<file path="src/hdl/psg_tone_noise_envelope_mixer_macros.svh">
// ----------------------------------------------------------------------------
// psg_tone_noise_envelope_mixer_macros.svh
// Assertion helpers for the sound generator. Each macro expects clk and
// arst_n in scope.
// ----------------------------------------------------------------------------
`ifndef PSG_TONE_NOISE_ENVELOPE_MIXER_MACROS_SVH
`define PSG_TONE_NOISE_ENVELOPE_MIXER_MACROS_SVH

// Same-cycle implication, checked outside reset
`define PSG_ASSERT_NOW(label, ante, cons, msg) \
	label: assert property (@(posedge clk) disable iff (!arst_n) (ante) |-> (cons)) \
		else $error(msg);

// Next-cycle implication, checked outside reset
`define PSG_ASSERT_NEXT(label, ante, cons, msg) \
	label: assert property (@(posedge clk) disable iff (!arst_n) (ante) |=> (cons)) \
		else $error(msg);

`endif

</file>
<file path="src/hdl/psg_pkg.sv">
// ----------------------------------------------------------------------------
// psg_pkg
// Shared types, widths, reset values and envelope shape table for the
// three-voice sound generator.
// ----------------------------------------------------------------------------
`timescale 1ns / 1ps

package psg_pkg;

	// Voice count default and fixed register layout
	localparam int PSG_VOICES   = 3;
	localparam int OUT_VOICES   = 3;
	localparam int TONE_W       = 12;
	localparam int VOL_W        = 4;
	localparam int FLAG_W       = 3;
	localparam int NOISE_P_W    = 5;
	localparam int NOISE_CNT_W  = 6;
	localparam int LFSR_W       = 17;
	localparam int ENV_P_W      = 16;
	localparam int LEVEL_W      = 5;
	localparam int SHAPE_W      = 4;
	localparam int CFG_INDEX_W  = 3;
	localparam int CFG_DATA_W   = OUT_VOICES * TONE_W;

	localparam logic [LEVEL_W-1:0] ENV_MAX  = 5'd31;
	localparam logic [SHAPE_W-1:0] SHAPE_MASK = 4'hf;

	// Register reset values
	localparam logic [CFG_DATA_W-1:0]          TONE_PERIODS_RST = 36'h001001001;
	localparam logic [NOISE_P_W-1:0]           NOISE_PERIOD_RST = 5'd1;
	localparam logic [ENV_P_W-1:0]             ENV_PERIOD_RST   = 16'd1;
	localparam logic [OUT_VOICES*VOL_W-1:0]    VOLUMES_RST      = '0;
	localparam logic [OUT_VOICES*FLAG_W-1:0]   FLAGS_RST        = '0;
	localparam logic [LFSR_W-1:0]              LFSR_RST         = 17'd1;

	// Configuration register indexes
	typedef enum logic [CFG_INDEX_W-1:0] {
		REG_TONE_PERIODS    = 3'd0,
		REG_NOISE_PERIOD    = 3'd1,
		REG_ENV_PERIOD      = 3'd2,
		REG_CHANNEL_VOLUMES = 3'd3,
		REG_MIXER_FLAGS     = 3'd4
	} cfg_reg_t;

	// Envelope segment kinds
	typedef enum logic [1:0] {
		SEG_DOWN = 2'd0,
		SEG_UP   = 2'd1,
		SEG_HIGH = 2'd2,
		SEG_LOW  = 2'd3
	} seg_t;

	// Segment kind for a shape and phase (first or second segment)
	function automatic seg_t seg_code(input logic [SHAPE_W-1:0] kind, input logic phase);
		seg_t code;
		case (kind)
			4'd0, 4'd1, 4'd2, 4'd3, 4'd9: code = phase ? SEG_LOW : SEG_DOWN;
			4'd4, 4'd5, 4'd6, 4'd7, 4'd15: code = phase ? SEG_LOW : SEG_UP;
			4'd8:  code = SEG_DOWN;
			4'd10: code = phase ? SEG_UP : SEG_DOWN;
			4'd11: code = phase ? SEG_HIGH : SEG_DOWN;
			4'd12: code = SEG_UP;
			4'd13: code = phase ? SEG_HIGH : SEG_UP;
			4'd14: code = phase ? SEG_DOWN : SEG_UP;
			default: code = SEG_LOW;
		endcase
		return code;
	endfunction

	// Level at which a segment begins
	function automatic logic [LEVEL_W-1:0] seg_start(input seg_t code);
		return (code == SEG_DOWN || code == SEG_HIGH) ? ENV_MAX : '0;
	endfunction

endpackage

</file>
<file path="src/hdl/psg_tone_noise_envelope_mixer.sv">
// ----------------------------------------------------------------------------
// psg_tone_noise_envelope_mixer
// Three-voice sound generator: tone, noise and envelope counters with a
// per-voice gate and level select.
// ----------------------------------------------------------------------------
// The tone, noise and envelope counters all update from one registered pass
// of compare-and-increment logic, and the four levels land in an output
// register in the same edge. A new request is accepted every cycle, also while
// the previous result is being taken; input stall is raised only while a
// finished result sits unclaimed under output stall. out_valid rises in the
// cycle after accept. Configuration writes are registered and should be made
// while no result is pending.
// ----------------------------------------------------------------------------
`timescale 1ns / 1ps

module psg_tone_noise_envelope_mixer #(
	parameter int VOICES = psg_pkg::PSG_VOICES
) (
	input  logic                              clk,
	input  logic                              arst_n,
	// request channel
	input  logic                              in_valid,
	output logic                              in_stall,
	input  logic                              op,
	input  logic [psg_pkg::SHAPE_W-1:0]       shape,
	// result channel
	output logic                              out_valid,
	input  logic                              out_stall,
	output logic [psg_pkg::LEVEL_W-1:0]       level_a,
	output logic [psg_pkg::LEVEL_W-1:0]       level_b,
	output logic [psg_pkg::LEVEL_W-1:0]       level_c,
	output logic [psg_pkg::LEVEL_W-1:0]       envelope_level,
	// configuration
	input  logic                              cfg_we,
	input  logic [psg_pkg::CFG_INDEX_W-1:0]   cfg_index,
	input  logic [psg_pkg::CFG_DATA_W-1:0]    cfg_data
);
	import psg_pkg::*;

	`include "psg_tone_noise_envelope_mixer_macros.svh"

	// Configuration registers
	logic [CFG_DATA_W-1:0]         tone_periods_q;
	logic [NOISE_P_W-1:0]          noise_period_q;
	logic [ENV_P_W-1:0]            env_period_q;
	logic [OUT_VOICES*VOL_W-1:0]   volumes_q;
	logic [OUT_VOICES*FLAG_W-1:0]  flags_q;

	// Generator state
	logic [TONE_W-1:0]       tone_cnt_q [VOICES];
	logic [VOICES-1:0]       tone_bit_q;
	logic [NOISE_CNT_W-1:0]  noise_cnt_q;
	logic [LFSR_W-1:0]       lfsr_q;
	logic [ENV_P_W-1:0]      env_cnt_q;
	logic [LEVEL_W-1:0]      env_val_q;
	logic                    env_phase_q;
	logic [SHAPE_W-1:0]      env_kind_q;

	// Next state
	logic [TONE_W-1:0]       tone_cnt_d [VOICES];
	logic [VOICES-1:0]       tone_bit_d;
	logic [NOISE_CNT_W-1:0]  noise_cnt_d;
	logic [LFSR_W-1:0]       lfsr_d;
	logic [ENV_P_W-1:0]      env_cnt_d;
	logic [LEVEL_W-1:0]      env_val_d;
	logic                    env_phase_d;
	logic [SHAPE_W-1:0]      env_kind_d;

	logic [LEVEL_W-1:0]      level_d [OUT_VOICES];

	logic in_acc;
	logic tick;

	// Handshake: output register frees up when empty or being taken
	assign in_stall = out_valid && out_stall;
	assign in_acc   = in_valid && !in_stall;
	assign tick     = !op;

	// Configuration writes
	always_ff @(posedge clk or negedge arst_n) begin
		if (!arst_n) begin
			tone_periods_q <= TONE_PERIODS_RST;
			noise_period_q <= NOISE_PERIOD_RST;
			env_period_q   <= ENV_PERIOD_RST;
			volumes_q      <= VOLUMES_RST;
			flags_q        <= FLAGS_RST;
		end else if (cfg_we) begin
			case (cfg_reg_t'(cfg_index))
				REG_TONE_PERIODS:    tone_periods_q <= cfg_data;
				REG_NOISE_PERIOD:    noise_period_q <= cfg_data[NOISE_P_W-1:0];
				REG_ENV_PERIOD:      env_period_q   <= cfg_data[ENV_P_W-1:0];
				REG_CHANNEL_VOLUMES: volumes_q      <= cfg_data[OUT_VOICES*VOL_W-1:0];
				REG_MIXER_FLAGS:     flags_q        <= cfg_data[OUT_VOICES*FLAG_W-1:0];
				default: ;
			endcase
		end
	end

	// Tone counters: square bit toggles when the count reaches the period
	for (genvar v = 0; v < VOICES; v++) begin : g_tone
		logic [TONE_W-1:0] period;
		logic [TONE_W-1:0] limit;
		logic [TONE_W:0]   sum;
		logic              hit;

		if (v < OUT_VOICES) begin : g_field
			assign period = tone_periods_q[v*TONE_W +: TONE_W];
		end else begin : g_none
			assign period = '0;
		end

		assign limit = (period == '0) ? TONE_W'(1) : period;
		assign sum   = {1'b0, tone_cnt_q[v]} + (TONE_W+1)'(1);
		assign hit   = sum >= {1'b0, limit};

		always_comb begin
			tone_cnt_d[v] = tone_cnt_q[v];
			tone_bit_d[v] = tone_bit_q[v];
			if (tick) begin
				tone_cnt_d[v] = hit ? '0 : sum[TONE_W-1:0];
				tone_bit_d[v] = tone_bit_q[v] ^ hit;
			end
		end
	end

	// Noise: LFSR shifts at twice the noise period
	logic [NOISE_P_W-1:0]    noise_p;
	logic [NOISE_CNT_W-1:0]  noise_lim;
	logic [NOISE_CNT_W:0]    noise_sum;
	logic                    noise_hit;
	logic                    lfsr_fb;

	assign noise_p   = (noise_period_q == '0) ? NOISE_P_W'(1) : noise_period_q;
	assign noise_lim = {noise_p, 1'b0};
	assign noise_sum = {1'b0, noise_cnt_q} + (NOISE_CNT_W+1)'(1);
	assign noise_hit = noise_sum >= {1'b0, noise_lim};
	assign lfsr_fb   = lfsr_q[0] ^ lfsr_q[3];

	always_comb begin
		noise_cnt_d = noise_cnt_q;
		lfsr_d      = lfsr_q;
		if (tick) begin
			noise_cnt_d = noise_hit ? '0 : noise_sum[NOISE_CNT_W-1:0];
			if (noise_hit)
				lfsr_d = {lfsr_fb, lfsr_q[LFSR_W-1:1]};
		end
	end

	// Envelope: step counter, slide/hold segments, restart on shape write
	logic [ENV_P_W-1:0] env_lim;
	logic [ENV_P_W:0]   env_sum;
	logic               env_hit;
	seg_t               env_code;
	seg_t               env_next_code;

	assign env_lim       = (env_period_q == '0) ? ENV_P_W'(1) : env_period_q;
	assign env_sum       = {1'b0, env_cnt_q} + (ENV_P_W+1)'(1);
	assign env_hit       = env_sum >= {1'b0, env_lim};
	assign env_code      = seg_code(env_kind_q, env_phase_q);
	assign env_next_code = seg_code(env_kind_q, !env_phase_q);

	always_comb begin
		env_cnt_d   = env_cnt_q;
		env_val_d   = env_val_q;
		env_phase_d = env_phase_q;
		env_kind_d  = env_kind_q;
		if (!tick) begin
			env_kind_d  = shape;
			env_cnt_d   = '0;
			env_phase_d = 1'b0;
			env_val_d   = seg_start(seg_code(shape, 1'b0));
		end else begin
			env_cnt_d = env_hit ? '0 : env_sum[ENV_P_W-1:0];
			if (env_hit) begin
				case (env_code)
					SEG_DOWN: begin
						if (env_val_q == '0) begin
							env_phase_d = !env_phase_q;
							env_val_d   = seg_start(env_next_code);
						end else begin
							env_val_d = env_val_q - LEVEL_W'(1);
						end
					end
					SEG_UP: begin
						if (env_val_q >= ENV_MAX) begin
							env_phase_d = !env_phase_q;
							env_val_d   = seg_start(env_next_code);
						end else begin
							env_val_d = env_val_q + LEVEL_W'(1);
						end
					end
					default: ;
				endcase
			end
		end
	end

	// Per-voice gate and level select, from the updated state
	for (genvar v = 0; v < OUT_VOICES; v++) begin : g_mix
		if (v < VOICES) begin : g_live
			logic [FLAG_W-1:0] fl;
			logic              gate;
			logic [LEVEL_W-1:0] lvl;

			assign fl   = flags_q[v*FLAG_W +: FLAG_W];
			assign gate = (tone_bit_d[v] | fl[0]) & (lfsr_d[0] | fl[1]);
			assign lvl  = fl[2] ? env_val_d : {volumes_q[v*VOL_W +: VOL_W], 1'b1};
			assign level_d[v] = gate ? lvl : '0;
		end else begin : g_absent
			assign level_d[v] = '0;
		end
	end

	// State and result register
	always_ff @(posedge clk or negedge arst_n) begin
		if (!arst_n) begin
			for (int i = 0; i < VOICES; i++)
				tone_cnt_q[i] <= '0;
			tone_bit_q  <= '0;
			noise_cnt_q <= '0;
			lfsr_q      <= LFSR_RST;
			env_cnt_q   <= '0;
			env_val_q   <= '0;
			env_phase_q <= 1'b0;
			env_kind_q  <= '0;
			out_valid   <= 1'b0;
		end else begin
			if (in_acc) begin
				for (int i = 0; i < VOICES; i++)
					tone_cnt_q[i] <= tone_cnt_d[i];
				tone_bit_q  <= tone_bit_d;
				noise_cnt_q <= noise_cnt_d;
				lfsr_q      <= lfsr_d;
				env_cnt_q   <= env_cnt_d;
				env_val_q   <= env_val_d;
				env_phase_q <= env_phase_d;
				env_kind_q  <= env_kind_d;
				out_valid   <= 1'b1;
			end else if (!out_stall) begin
				out_valid <= 1'b0;
			end
		end
	end

	// Result payload, loaded only with a new request
	always_ff @(posedge clk) begin
		if (in_acc) begin
			level_a        <= level_d[0];
			level_b        <= level_d[1];
			level_c        <= level_d[2];
			envelope_level <= env_val_d;
		end
	end

	// Checks
	`PSG_ASSERT_NOW(a_env_out_match, out_valid, envelope_level == env_val_q,
		"envelope level output differs from envelope state")
	`PSG_ASSERT_NEXT(a_shape_restart, in_acc && op, env_cnt_q == '0 && !env_phase_q,
		"shape write did not restart the envelope")
	`PSG_ASSERT_NOW(a_lfsr_nonzero, 1'b1, lfsr_q != '0,
		"noise LFSR reached the all-zero lockup state")
	`PSG_ASSERT_NEXT(a_drain, out_valid && !out_stall && !in_acc, !out_valid,
		"result stayed valid after it was taken")

endmodule
</file>
<file path="config.mk">
export PLATFORM = sky130hd
export DESIGN_NAME = psg_tone_noise_envelope_mixer
export DESIGN_NICKNAME = d
export VERILOG_FILES = /design/src/hdl/psg_pkg.sv /design/src/hdl/psg_tone_noise_envelope_mixer.sv
export VERILOG_INCLUDE_DIRS = /design/src /design/src/hdl
export SDC_FILE = /design/constraint.sdc
export NUM_CORES = 1
export LEC_CHECK = 0
export ABC_CLOCK_PERIOD_IN_PS = 9030
export BUFFER_PORTS_ARGS = -buffer_cell sky130_fd_sc_hd__buf_2
export CORE_MARGIN = 4
export CORE_UTILIZATION = 30
export DETAILED_ROUTE_END_ITERATION = 16
export GPL_TIMING_DRIVEN = 0
export PLACE_DENSITY = 0.54
export RECOVER_POWER = 25
export SYNTH_ARGS = -nofsm -noshare
export SYNTH_HDL_FRONTEND = slang
export SYNTH_SLANG_ARGS = --single-unit
</file>
<file path="constraint.sdc">
create_clock -name clk -period 9.03 [get_ports clk]
set_clock_uncertainty 0.05 [all_clocks]
set_input_delay 1.806 -clock clk [delete_from_list [all_inputs] [get_ports clk]]
set_output_delay 1.806 -clock clk [all_outputs]
set_load 0.05 [all_outputs]
</file>
Word-level counts from Yosys, hierarchy flattened
Memories as Yosys holds them, arrays and structs flattened.
Cells that the tools add are included.
{ "word_totals": {"out_inout_bits": 22, "register_bits": 187, "input_bits": 49, "latch_bits": 0, "romBits": 16, "ramBits": 0, "memories": 1, "elab_cells": 150} }
{ "memory_table": {"columns": ["name", "depth", "width", "rd", "rd_ports_with_merged_regs", "wr", "line_no", "source"], "rows": [
  ["(no name shown)", 16, 1, 1, 0, 0, "psg_pkg.sv:56", "case (kind)"]
]} }
{ "op_classes": {"div_mod_pow": 0, "reduce_logical": 30, "shift": 0, "muxes": 46, "n_mul": 0, "eq_ne": 25, "magnitude_cmp": 6, "add_sub_neg": 7, "bitwise": 14} }
{ "op_table": {"columns": ["op", "count"], "rows": [
  ["2-to-1 mux 12 bit", 6],
  ["2-to-1 mux 5 bit", 10],
  ["2-to-1 mux 16 bit", 3],
  ["adder 12 x 1 -> 13 bit (second input constant)", 3],
  ["greater-or-equal comparator 13 x 12 -> 1 bit", 3],
  ["logical NOT 12 bit", 3],
  ["equality test 4 bit (second input constant)", 8],
  ["one-hot mux 2 bit (8 select lines)", 2],
  ["2-to-1 mux 2 bit", 9],
  ["adder 16 x 1 -> 17 bit (second input constant)", 1],
  ["greater-or-equal comparator 17 x 16 -> 1 bit", 1],
  ["equality test 4 x 3 -> 1 bit (second input constant)", 4],
  ["logical NOT 16 bit", 1],
  ["AND reduction 2 bit", 7],
  ["2-to-1 mux 1 bit", 13],
  ["logical NOT 5 bit", 2],
  ["one-hot mux 5 bit (2 select lines)", 1],
  ["OR reduction 5 bit", 2],
  ["equality test 4 x 2 -> 1 bit (second input constant)", 2],
  ["adder 6 x 1 -> 7 bit (second input constant)", 1],
  ["greater-or-equal comparator 7 x 6 -> 1 bit", 1],
  ["equality test 3 x 2 -> 1 bit (second input constant)", 2],
  ["logical NOT 2 bit", 3],
  ["2-to-1 mux 6 bit", 1],
  ["24 further kinds", 39]
]} }

Logic depth before layout (Yosys ltp)
{ "depth": {"word_depth": 11, "depth_mapped": 15, "ltp_nobuf": 14} }

Least setup slack after synthesis
OpenSTA, ideal clock, no wires.
{ "synth_timing": {"kind": "input-to-output", "start": "input out_stall", "end": "output in_stall", "arrival_time_ns": 2.212, "path_stages": 2, "setup_slack_ns": 4.962, "cell_sequence": "nand2_1 > inv_1"} }
{ "synth_between": {"elab_chain_cells": 1} }
{ "synth_rtl": {"columns": ["element", "line_no", "source"], "rows": [
  ["start, declared", "psg_tone_noise_envelope_mixer.sv:28", "input logic out_stall,"],
  ["logical AND 1 bit", "psg_tone_noise_envelope_mixer.sv:75", "assign in_stall = out_valid && out_stall;"],
  ["end, declared", "psg_tone_noise_envelope_mixer.sv:23", "output logic in_stall,"]
]} }
No other way between the ends.

Worst setup path in the final report
{ "layout_timing": {"start": "register tone_cnt_q[0] (netlist name)", "end": "register level_c[4] (netlist name), data pin"} }
{ "layout_between": {"elab_chain_cells": 6} }
{ "layout_rtl": {"columns": ["element", "line_no", "source"], "rows": [
  ["start, declared", "psg_tone_noise_envelope_mixer.sv:50", "logic [TONE_W-1:0] tone_cnt_q [VOICES];"],
  ["start signal, assigned by index", "psg_tone_noise_envelope_mixer.sv:230", "tone_cnt_q[i] <= tone_cnt_d[i];"],
  ["adder 12 x 1 -> 13 bit", "psg_tone_noise_envelope_mixer.sv:113", "assign sum = {1'b0, tone_cnt_q[v]} + (TONE_W+1)'(1);"],
  ["greater-or-equal comparator 13 x 12 -> 1 bit", "psg_tone_noise_envelope_mixer.sv:114", "assign hit = sum >= {1'b0, limit};"],
  ["XOR 1 bit", "psg_tone_noise_envelope_mixer.sv:121", "tone_bit_d[v] = tone_bit_q[v] ^ hit;"],
  ["2-to-1 mux 1 bit", "psg_tone_noise_envelope_mixer.sv:119", "if (tick) begin"],
  ["bitwise OR 1 bit", "psg_tone_noise_envelope_mixer.sv:206", "assign gate = (tone_bit_d[v] | fl[0]) & (lfsr_d[0] | fl[1]);"],
  ["bitwise AND 1 bit", "psg_tone_noise_envelope_mixer.sv:206", null],
  ["end signal, assigned", "psg_tone_noise_envelope_mixer.sv:250", "level_c <= level_d[2];"],
  ["end, declared", "psg_tone_noise_envelope_mixer.sv:31", "output logic [psg_pkg::LEVEL_W-1:0] level_c,"]
]} }
No other way between the ends.
A chain may end at the register's enable or synchronous reset.

==> results.sh <==
export IMPL_outcome="complete, but fails checks"
export IMPL_violations="capacitance limit, slew limit"
export IMPL_min_period_ns=4.76
export IMPL_number_of_sinks_handled_by_clock_tree_synthesis=187
export IMPL_nNetsFinal=1276
export IMPL_relative_area_change_from_synthesis_to_final_layout_pct=14.8
export IMPL_synth_main_ff_cell="sky130_fd_sc_hd__dfrtp_1"
export IMPL_final_hold_worst_slack_ns=0.447
export IMPL_insertedDiodeCount=0
export IMPL_die_w_um=194
export IMPL_cts_tree="yes"
export IMPL_pwr_share_clk_pct=29.7
export IMPL_post_drt_wl_per_cell_um=16.9
export IMPL_postCtsSetupBuffers=0
export IMPL_layout_cells_most_common="sky130_fd_sc_hd__nand2_1"
export IMPL_min_path_cells=1
export IMPL_overall_global_routing_resource_usage_pct=14.7
export IMPL_min_path_type="reg2reg"
export IMPL_share_seq_of_total_power_pct=43.2
export IMPL_worstSetupPathType="reg2reg"
export IMPL_number_of_rows_created_at_floorplan=67
export IMPL_summed_instance_area_of_the_synthesized_netlist_mm2=0.0104
export IMPL_gp_congestion=0.838
export IMPL_drt_vias_per_instance=5.08
export IMPL_die_area_mm2=0.0378
export IMPL_drt_wl_total_mm=27.5
export IMPL_drc_errors_left=0
export IMPL_crit_required_ns=9.12
export IMPL_final_core_util_pct=35.3
export IMPL_slew_violations=59
export IMPL_h_tree_depth=4
export IMPL_cp_top_family="compound AO/OA/AOI/OAI gates"
export IMPL_dpl_hpwl_mm=20.4
export IMPL_setup_worst_path_start_class="flip-flop"
export IMPL_layout_drive_gt1_share_pct=15.7
export IMPL_rsz0062_at_grt="false"
export IMPL_worstSetupPathDepth=11
export IMPL_chipHeight_um=194
export IMPL_timing_critical_path_slowest_stage_cell="sky130_fd_sc_hd__o41ai_1"
export IMPL_crit_buf_inv=0
export IMPL_post_route_period_util_pct=52.7
export IMPL_cts_made_buffers=17
export IMPL_synth_seq_cells=187
export IMPL_initial_utilization_pct=30.8
export IMPL_path_max_fanout=6
export IMPL_cellPowerDensity_mw_per_mm2=217
export IMPL_p_comb_share_pct=27.1
export IMPL_critical_path_max_stage_delay_ns=0.86
export IMPL_path_common_cell="sky130_fd_sc_hd__ha_1"
export IMPL_most_common_layout_cells="162 x sky130_fd_sc_hd__nand2_1, 161 x sky130_fd_sc_hd__dfrtp_1, 122 x sky130_fd_sc_hd__o21ai_0, 75 x sky130_fd_sc_hd__buf_2, 68 x sky130_fd_sc_hd__inv_1"
export IMPL_clockRootBuffer="sky130_fd_sc_hd__clkbuf_16"
export IMPL_switching_power_as_a_share_of_total_power_pct=35.1
export IMPL_cts_root_to_sink_buffers=2
export IMPL_grt_pass1_wl_mm=45.0
export IMPL_number_of_global_route_vias_before_repair=8299
export IMPL_maxcap_viol_count=1
export IMPL_clock_fmax_mhz=210
export IMPL_synth_sequential_area_ratio_pct=46.0
export IMPL_drt_initial_drc_count=653
export IMPL_max_slew_margin_rel_pct=-136
export IMPL_route_antenna_remaining_nets=0
export IMPL_postCtsResizedCells=0
export IMPL_routed_via_count=8247
export IMPL_total_grt_overflow=0
export IMPL_num_io_pins=71
export IMPL_number_of_enable_flip_flop_cells_after_synthesis=20
export IMPL_critical_path_cell_chain="ha_1 > and3_1 > nand4_2 > nor2_1 > xor2_1 > ha_1 > a211o_1 > o41ai_1 > nand2_1 > o311ai_2 > a211oi_1"
export IMPL_worst_r2r_path_cells=11
export IMPL_netlist_cell_type_count=77
export IMPL_final_fill_count=3456
export IMPL_post_synth_inst_count=1073
export IMPL_syn_num_nets=1187
export IMPL_end_kind="flip-flop"
export IMPL_vdd_ir_drop_worst_v=0.0000915
export IMPL_power_internal_w=0.00168
export IMPL_post_cts_hold_buffer_count=0
export IMPL_firstDrtPassIters=5
export IMPL_worstMarginPinSlew_ns=3.54
export IMPL_worst_skew_pair_late_latency_ns=0.44
export IMPL_worstPathArrival_ns=4.85
export IMPL_clk_pin_slew_ns=0.08
export IMPL_grt_antenna_before_repair=1
export IMPL_synth_yosys_warnings=0
export IMPL_netSwitchingPower_w=0.000910
export IMPL_ys_async_sr_fraction_pct=89.3
export IMPL_per_instance_average_area_after_synthesis_um2=9.71
export IMPL_totalNegativeSetupSlack_ns=0
export IMPL_maximum_number_of_pins_on_one_net_before_global_route_repair=110
export IMPL_finalHoldViolCount=0
export IMPL_placeableCoreArea_mm2=0.0339
export IMPL_final_setup_viol_count=0
export IMPL_power_leakage_nw=5.35
export IMPL_io_buffers=69
-- synthesized netlist by cell type (all sizes together) (3+ instances only) --
master    n  area [um2]
a31oi     9        71.3
nand4    16         106
and2      6        37.5
or3       3        23.8
dfstp     6         158
edfxtp   20         601
nor3     19         106
o211ai    3        27.5
o31ai    10        75.1
xor2     23         201
a211oi   18         135
a311oi    3        26.3
or2       3        18.8
nand2b   11        68.8
dfrtp   161        4030
nor4     14         103
nand3    36         180
nand2   162         608
a22o     12         105
o21a     10        75.1
nor2     52         195
a31o      4        35.0
ha       65         813
mux2     48         541
buf      11        57.6
clkbuf   27         101
o21ai   127         636
o41ai     4        42.6
nor2b     4        25.0
a41o      6        60.1
o22ai     5        31.3
and3     10        62.6
a21oi    20         104
xnor2    31         272
inv      68         255
a21o      7        52.6
-- cells by family (layout without fill, tap and decap cells) --
logic type | count (synthesis) | after routing | synth area share [%]
mux | 50 | 50 | 5.38
fa+ha+maj | 65 | 65 | 7.81
simple gates | 346 | 346 | 15.7
flops | 187 | 187 | 46.0
buf+inv | 107 | 209 | 4.01
compound gates | 264 | 264 | 16.6
xor+xnor | 54 | 54 | 4.54
-- per-layer routing --
| layer | track usage, % | wire length (um) | share of wire, % |
|---|---|---|---|
| met4 | 3.62 | 402 | 1.5 |
| met3 | 2.48 | 800 | 2.9 |
| met1 | 19.9 | 13000 | 47 |
| met2 | 24.6 | 13200 | 48 |
| met5 | 0 | 13 | 0.047 |
-- registers in the layout, indices dropped and copies added, names as in the netlist, 6 cells and up --
name            count
env_period_q       16
env_cnt_q          16
tone_periods_q     36
lfsr_q             17
noise_cnt_q         6
volumes_q          12
tone_cnt_q         36
flags_q             9
-- power by group through the flow --
stage	combinational [W]	clock (W)	sequential, W
6_report	0.000702	0.000770	0.00112
3_5_place_dp	0.000704	0	0.00113
3_3_place_gp	0.000688	0	0.00113
4_1_cts	0.000708	0.000791	0.00112
2_1_floorplan	0.000477	0	0.00114
5_1_grt	0.000804	0.000821	0.00114
-- area by class of cell --
| cell class | instances | area, um2 | share of cell area, % |
|---|---|---|---|
| well taps | 448 | 561 | 4.69 |
| clock buffers | 18 | 429 | 3.59 |
| inverters | 69 | 259 | 2.17 |
| multi-input cells | 779 | 5220 | 43.6 |
| plain buffers | 38 | 159 | 1.33 |
| clock inverters | 14 | 174 | 1.45 |
| flip-flops and latches | 187 | 4790 | 40.0 |
| repair buffers | 70 | 372 | 3.11 |
-- worst paths after layout --
check	slack [ns]	to	startpoint
hold / removal	0.45	lfsr_q[11]	lfsr_q[12]
max in group asynchronous	4.41	tone_periods_q[30]	arst_n
min in group asynchronous	2.53	env_cnt_q[5]	arst_n
setup / recovery	4.27	level_c[4]	tone_cnt_q[0]
hold reg to reg	0.45	lfsr_q[11]	lfsr_q[12]
setup reg to reg	4.27	level_c[4]	tone_cnt_q[0]
-- per-stage QoR --
| stage | power, W | worst slack (ns) | std cells | instance area [um2] |
|---|---|---|---|---|
| after floorplan | 0.00162 | 4.96 | 1073 | 10400 |
| after global placement | 0.00182 | 3.27 | 1590 | 11300 |
| after detailed placement | 0.00184 | 3.95 | 1591 | 11400 |
| after CTS | 0.00261 | 4.25 | 1623 | 12000 |
| after global routing | 0.00276 | 3.70 | 1623 | 12000 |
| final | 0.00259 | 4.27 | 1623 | 12000 |
Power figures use the tool's default switching activity.
